**src/hdl/rhts_pkg.sv**
```systemverilog
// ----------------------------------------------------------------------------
// rhts_pkg - shared definitions for the humidity/temperature sensor readout
// Event codes, pending-measurement codes, conversion constants, the frame
// checksum function and the stage types used by the readout sequencer.
// ----------------------------------------------------------------------------
package rhts_pkg;

   // event codes carried on the request channel
   localparam logic [1:0] OP_START = 2'd0;
   localparam logic [1:0] OP_POLL  = 2'd1;
   localparam logic [1:0] OP_TICK  = 2'd2;

   // pending measurement codes
   localparam logic [1:0] PEND_NONE = 2'd0;
   localparam logic [1:0] PEND_TEMP = 2'd1;
   localparam logic [1:0] PEND_HUM  = 2'd2;

   // measurement kinds
   localparam logic KIND_TEMP = 1'b0;

   // checksum: x^8+x^5+x^4+1, init 0, MSB first
   localparam logic [7:0]  CRC_POLY    = 8'h31;
   localparam logic [15:0] STATUS_MASK = 16'h0003;

   // conversion: scaled product rounded to nearest, then offset removed
   localparam logic [14:0] TEMP_SCALE  = 15'd17572;
   localparam logic [13:0] HUM_SCALE   = 14'd12500;
   localparam logic [30:0] ROUND_HALF  = 31'd32768;
   localparam logic [14:0] TEMP_OFFSET = 15'd4685;
   localparam logic [14:0] HUM_OFFSET  = 15'd600;

   localparam logic [15:0] TIMEOUT_RESET = 16'd500;
   localparam logic [15:0] ELAPSED_MAX   = 16'hFFFF;

   // registered request after checksum and scaling
   typedef struct packed {
      logic [1:0]  opcode;
      logic        kind;
      logic        read_ok;
      logic        crc_ok;
      logic [14:0] temp_val;
      logic [14:0] hum_val;
   } stage_type;

   // result flags
   typedef struct packed {
      logic command_issued;
      logic command_kind;
      logic value_ready;
      logic crc_error;
      logic timed_out;
   } flags_type;

   // CRC-8 over the two data bytes; bit-serial XOR network, linear in its input
   function automatic logic [7:0] crc8_frame(input logic [15:0] data);
      logic [7:0] crc;
      crc = 8'h00;
      for (int i = 15; i >= 0; i--) begin
         if (crc[7] ^ data[i]) begin
            crc = {crc[6:0], 1'b0} ^ CRC_POLY;
         end else begin
            crc = {crc[6:0], 1'b0};
         end
      end
      return crc;
   endfunction

endpackage

```
**src/hdl/rh_temp_sensor_readout.sv**
```systemverilog
// ----------------------------------------------------------------------------
// rh_temp_sensor_readout - readout sequencer for a humidity/temperature sensor
// A request is taken into the input register and its result beat is then held
// in the result register. Throughput: one beat per cycle while the result
// channel does not stall; the sequencer state updates as an item leaves the
// input register. Synchronous active-high reset clears pending state, the counter
// and the stored values, and loads the timeout register with 500 ms.
// ----------------------------------------------------------------------------
module rh_temp_sensor_readout
   import rhts_pkg::*;
(
   input  logic               clock,
   input  logic               reset,
   // configuration
   input  logic               csr_valid,
   output logic               csr_ready,
   input  logic [15:0]        csr_data,
   // request channel
   input  logic               req_valid,
   output logic               req_stall,
   input  logic [1:0]         req_opcode,
   input  logic               req_kind,
   input  logic               req_read_ok,
   input  logic [7:0]         req_data_high,
   input  logic [7:0]         req_data_low,
   input  logic [7:0]         req_crc_byte,
   // result channel
   output logic               rsp_valid,
   input  logic               rsp_stall,
   output logic               rsp_command_issued,
   output logic               rsp_command_kind,
   output logic               rsp_value_ready,
   output logic               rsp_crc_error,
   output logic               rsp_timed_out,
   output logic signed [14:0] rsp_temperature_centi,
   output logic signed [14:0] rsp_humidity_centi
);

   logic [15:0]        timeout_ff;
   logic               s1_valid_ff;
   stage_type          s1_ff;
   stage_type          s1_in;
   logic               rsp_valid_ff;
   flags_type          flags_ff;
   flags_type          flags_in;
   logic [1:0]         pend_ff;
   logic [1:0]         pend_in;
   logic [15:0]        elapsed_ff;
   logic [15:0]        elapsed_in;
   logic signed [14:0] temp_ff;
   logic signed [14:0] temp_in;
   logic signed [14:0] hum_ff;
   logic signed [14:0] hum_in;

   logic               out_free;
   logic               advance;
   logic               req_take;
   logic [15:0]        raw;
   logic [30:0]        temp_prod;
   logic [30:0]        hum_prod;
   logic [1:0]         pend_poll;

   // handshake: the result register frees as its beat is taken
   assign out_free  = !rsp_valid_ff || !rsp_stall;
   assign advance   = s1_valid_ff && out_free;
   assign req_stall = s1_valid_ff && !out_free;
   assign req_take  = req_valid && !req_stall;
   assign csr_ready = 1'b1;

   // front end: checksum and scaling depend on the frame alone
   assign raw       = {req_data_high, req_data_low} & ~STATUS_MASK;
   assign temp_prod = 31'(TEMP_SCALE) * 31'(raw) + ROUND_HALF;
   assign hum_prod  = 31'(HUM_SCALE) * 31'(raw) + ROUND_HALF;

   always_comb begin
      s1_in.opcode   = req_opcode;
      s1_in.kind     = req_kind;
      s1_in.read_ok  = req_read_ok;
      s1_in.crc_ok   = (crc8_frame({req_data_high, req_data_low}) == req_crc_byte);
      s1_in.temp_val = temp_prod[30:16] - TEMP_OFFSET;
      s1_in.hum_val  = hum_prod[30:16] - HUM_OFFSET;
   end

   // sequencer: state update and result for the item leaving stage one
   always_comb begin
      pend_in    = pend_ff;
      elapsed_in = elapsed_ff;
      temp_in    = temp_ff;
      hum_in     = hum_ff;
      flags_in   = '0;
      pend_poll  = pend_ff;
      if (advance) begin
         case (s1_ff.opcode)
            OP_START: begin
               elapsed_in = '0;
               if (pend_ff == PEND_NONE) begin
                  flags_in.command_issued = 1'b1;
                  flags_in.command_kind   = s1_ff.kind;
                  pend_in = (s1_ff.kind == KIND_TEMP) ? PEND_TEMP : PEND_HUM;
               end
            end
            OP_POLL: begin
               if (pend_ff != PEND_NONE && s1_ff.read_ok) begin
                  if (s1_ff.crc_ok) begin
                     if (pend_ff == PEND_TEMP) begin
                        temp_in = s1_ff.temp_val;
                        flags_in.value_ready = 1'b1;
                     end else if (pend_ff == PEND_HUM) begin
                        hum_in = s1_ff.hum_val;
                        flags_in.value_ready = 1'b1;
                     end
                     pend_poll = PEND_NONE;
                  end else begin
                     flags_in.crc_error = 1'b1;
                  end
               end
               pend_in = pend_poll;
               // timeout check after the frame step
               if (elapsed_ff >= timeout_ff) begin
                  flags_in.timed_out = (pend_poll != PEND_NONE);
                  pend_in    = PEND_NONE;
                  elapsed_in = '0;
               end
            end
            OP_TICK: begin
               if (elapsed_ff != ELAPSED_MAX) begin
                  elapsed_in = elapsed_ff + 16'd1;
               end
            end
            default: begin
            end
         endcase
      end
   end

   // registers
   always_ff @(posedge clock) begin
      if (reset) begin
         timeout_ff   <= TIMEOUT_RESET;
         s1_valid_ff  <= 1'b0;
         rsp_valid_ff <= 1'b0;
         pend_ff      <= PEND_NONE;
         elapsed_ff   <= '0;
         temp_ff      <= '0;
         hum_ff       <= '0;
      end else begin
         if (csr_valid && csr_ready) begin
            timeout_ff <= csr_data;
         end
         if (req_take) begin
            s1_valid_ff <= 1'b1;
         end else if (advance) begin
            s1_valid_ff <= 1'b0;
         end
         if (out_free) begin
            rsp_valid_ff <= s1_valid_ff;
         end
         pend_ff    <= pend_in;
         elapsed_ff <= elapsed_in;
         temp_ff    <= temp_in;
         hum_ff     <= hum_in;
      end
   end

   // payload registers
   always_ff @(posedge clock) begin
      if (req_take) begin
         s1_ff <= s1_in;
      end
      if (advance) begin
         flags_ff <= flags_in;
      end
   end

   assign rsp_valid             = rsp_valid_ff;
   assign rsp_command_issued    = flags_ff.command_issued;
   assign rsp_command_kind      = flags_ff.command_kind;
   assign rsp_value_ready       = flags_ff.value_ready;
   assign rsp_crc_error         = flags_ff.crc_error;
   assign rsp_timed_out         = flags_ff.timed_out;
   assign rsp_temperature_centi = temp_ff;
   assign rsp_humidity_centi    = hum_ff;

   // checks
   a_pend_code: assert property (@(posedge clock) disable iff (reset)
      pend_ff != 2'd3)
      else $error("pending code out of range");

   a_issue_sets_pend: assert property (@(posedge clock) disable iff (reset)
      advance && flags_in.command_issued |=> pend_ff != PEND_NONE)
      else $error("command issued without pending measurement");

   a_timeout_clears: assert property (@(posedge clock) disable iff (reset)
      advance && flags_in.timed_out |=> pend_ff == PEND_NONE && elapsed_ff == 16'd0)
      else $error("timeout did not clear state");

   a_flags_exclusive: assert property (@(posedge clock) disable iff (reset)
      rsp_valid && rsp_command_issued |-> !rsp_value_ready && !rsp_crc_error && !rsp_timed_out)
      else $error("start result carries poll flags");

endmodule

```
**config.mk**
```make
export PLATFORM = sky130hd
export DESIGN_NAME = rh_temp_sensor_readout
export DESIGN_NICKNAME = d
export VERILOG_FILES = /design/src/hdl/rhts_pkg.sv /design/src/hdl/rh_temp_sensor_readout.sv
export SDC_FILE = /design/constraint.sdc
export NUM_CORES = 1
export LEC_CHECK = 0
export BUFFER_PORTS_ARGS = -buffer_cell sky130_fd_sc_hd__buf_2
export CAP_MARGIN = 20
export CELL_PAD_IN_SITES_DETAIL_PLACEMENT = 1
export CELL_PAD_IN_SITES_GLOBAL_PLACEMENT = 1
export CORE_MARGIN = 4
export CORE_UTILIZATION = 40
export CTS_CLUSTER_DIAMETER = 80
export DETAILED_ROUTE_END_ITERATION = 6
export PLACE_DENSITY = 0.77
export SKIP_LAST_GASP = 1
export SYNTH_ARGS = -nofsm -noshare
export SYNTH_HDL_FRONTEND = slang
export SYNTH_SLANG_ARGS = --single-unit
```
**constraint.sdc**
```tcl
create_clock -name clock -period 16.5 [get_ports clock]
set_clock_uncertainty 0.15 [all_clocks]
set_input_delay 0 -clock clock [delete_from_list [all_inputs] [get_ports clock]]
set_output_delay 0 -clock clock [all_outputs]
set_load 0.01 [all_outputs]
```
==> metrics.txt <==
Port Buffers=85; Clk network pwr share=0.089; WHS=0.0120 ns; post-synth top area cell=ha_1; Num Clock Sinks=106; Slew Limit Fails=0; crit path max-delay cell type=fa_1; non-filler instance count after layout=1742; worst path required time=16.45 ns; Initial Utilization=0.411; Vias/cell=5.35; final net count=1656; Ys Warns=0; clock period minus worst slack=6.67 ns; Num CTS Buffers=9; Cell Int Power=1.23 mW; setup TNS=0 ns; clk slew on worst S/H paths=0.08 ns; Sw Share=0.499; initial antenna violation count=0; Antenna Violating Nets Remaining=0; overall routed net length=28300 microns; crit path capture type=flip-flop; Synth top area share=0.209; area delta synth->final=11.6%; Top Usage Layer GRT=met2; DR vias=9315; GRT Overall Usage=0.183; overflow left after global routing=0; vias in the first global route=9966; Post-DP HPWL=22800 microns; Synth area leaders=ha_1 (21%), dfxtp_1 (11%), edfxtp_1 (10%); post-cts resize count=0; Die X=178 microns; first-pass GRT wire length=48100 microns; Worst setup SP type=input pin; cell row count=61; # IOs=87; worst skew pair latency=0.35 ns; routability cong.=0.838; Gate power share=0.745; root buf cell=clkbuf_16; Worst Setup Path Type=in -> reg; drt initial violations=345; CTS tree=done; total chip power=2.45 mW; GR Util met2=0.324; Core Footprint=28100 sq um; Avg Synthesized Cell Area=9.05 sq um; count of final setup violators=0; H-tree level count=3; Fin. Hold Viols=0; Mapped Area=11500 sq um; fmax=150 MHz; Worst Path Arrival=6.62 ns; max_slew headroom=0.291; min-delay worst type=in -> reg; drc violations=0; CP peak stage delay=0.54 ns; dpl cells=1700; sequential-to-total area share from yosys stat=0.219; Power Density=191 nW/um^2; Seq cells post-synth=106; commonest cells in the netlist=ha_1 (193), inv_1 (193), nor2_1 (79); syn nets=1571; FFs w/ async S/R, synth=0; Top FF cell, synth=dfxtp_1; Setup Fix Bufs, Post-CTS=0; maxcap violations=0; synthesized instance count=1274; wire per inst=16.2 microns; met1 Track Usage GR=0.242; Die ar.=31600 sq um; RSZ-0062 raised after global routing=no; run status=finished, final reports clean; DR pass1 iterations=4; fin crit share=0.404; Worst IR Drop VDD=0.123 mV; Least-Margin Pin Slew=1.06 ns; Clock Tree Buf Depth=2; Distinct cells, synth=79; Flop pwr share=0.166; Pleak=6.10 nW; diode count=0; Die Height=178 microns; switching pwr=1.22 mW; crit path max fanout=12; largest net degree at the start of global routing=45; number of flops mapped to enable cells by yosys=40; fraction of layout cells with a size suffix above 1=0.0909; GR Util met3=0.0190
worst max-delay path: cells and delay by family:
kind | cells | cell delay [ns]
xor gates and xnor gates | 2 | 0.33
and+or+nand+nor | 5 | 1.09
AOI/OAI and AO/OA | 5 | 1.60
buffers and inverters | 5 | 0.44
muxes | 1 | 0.22
adders and majority gates | 8 | 2.92
cell type report:
cell class	instances	area, sq um
clock buffer	9	225
clock inverter	7	73.8
fill	3299	15200
inverter	193	724
multi-input combinational	935	8130
sequential	106	2520
tap	378	473
timing repair buffer	114	719
per-layer routing:
metal / part of all wire / vias to the layer above / wire length [microns]
li1: - / 4623 / -
met1: 0.47 / 4546 / 13300
met2: 0.49 / 127 / 14000
met3: 0.022 / 19 / 623
met4: 0.013 / 0 / 356
met5: 0 / - / 0
through the flow:
step,utilization,cell area [sq um],setup slack (ns)
6_report,0.458,12900,9.83
4_1_cts,0.458,12900,9.86
5_1_grt,0.458,12900,9.43
3_5_place_dp,0.438,12300,9.53
2_1_floorplan,-,11500,10.53
3_3_place_gp,0.437,12300,9.75
sequential cells by signal, summed over array words and instances (netlist names):
signal,count
s1_ff,35
rsp_command_kind,1
rsp_temperature_centi,15
rsp_value_ready,1
elapsed_ff,16
rsp_command_issued,1
pend_ff,2
rsp_crc_error,1
s1_valid_ff,1
rsp_timed_out,1
rsp_valid,1
timeout_ff,16
rsp_humidity_centi,15
power groups by stage:
stage	logic, mW	registers, mW	clock network, mW
after floorplan	1.45	0.409	0
after detailed placement	1.82	0.414	0
final	1.83	0.408	0.218
after global routing	2.07	0.412	0.234
after CTS	1.84	0.408	0.225
after global placement	1.74	0.412	0
placed cells by master (no fill, tap or decap), types with 5 or more instances in the layout:
| cell | count |
|---|---|
| a211oi_1 | 6 |
| a21o_1 | 10 |
| a21oi_1 | 56 |
| a31o_2 | 5 |
| a31oi_1 | 7 |
| and2_1 | 10 |
| and3_1 | 19 |
| buf_2 | 85 |
| clkbuf_16 | 9 |
| dfxtp_1 | 66 |
| dlygate4sd3_1 | 26 |
| edfxtp_1 | 40 |
| fa_1 | 55 |
| ha_1 | 193 |
| inv_1 | 193 |
| mux2i_1 | 49 |
| nand2_1 | 55 |
| nand2b_1 | 10 |
| nand3_1 | 39 |
| nand4_1 | 8 |
| nor2_1 | 79 |
| nor2b_1 | 8 |
| nor3_1 | 23 |
| o2111ai_1 | 5 |
| o211ai_1 | 16 |
| o21a_1 | 9 |
| o21ai_0 | 24 |
| o21bai_1 | 5 |
| o22ai_1 | 7 |
| o31ai_1 | 20 |
| or4_1 | 17 |
| xnor2_1 | 73 |
| xor2_1 | 30 |
worst paths after layout:
kind / from / to / slack (ns) / cells past startpoint
hold / removal: csr_valid / timeout_ff[8]$_SDFFE_PP1P_ / 0.01 / 3
setup / recovery: req_data_high[1] / s1_ff[13]$_DFFE_PP_ / 9.83 / 26
setup reg to reg: elapsed_ff[0]$_SDFFE_PP0P_ / elapsed_ff[4]$_SDFFE_PP0P_ / 12.35 / 14
hold reg to reg: s1_ff[21]$_DFFE_PP_ / rsp_temperature_centi[6]$_SDFFE_PP0P_ / 0.34 / 2
kinds of logic after synthesis:
group / count (synthesis) / share of synthesized area
mux: 49 / 0.0425
compound gates: 224 / 0.137
buf+inv: 233 / 0.0773
flops: 106 / 0.219
other cells: 1 / 0.000325
xor+xnor: 103 / 0.0782
fa+ha+maj: 250 / 0.307
simple gates: 308 / 0.139
timing repair:
| action | 4_1_cts | 5_1_grt |
|---|---|---|
| hold buffers | 26 | 0 |
| endpoints found under the setup margin | 0 | 0 |
| endpoints found under the hold margin | 22 | 0 |
No activity file was read; power rests on OpenSTA's default activity.
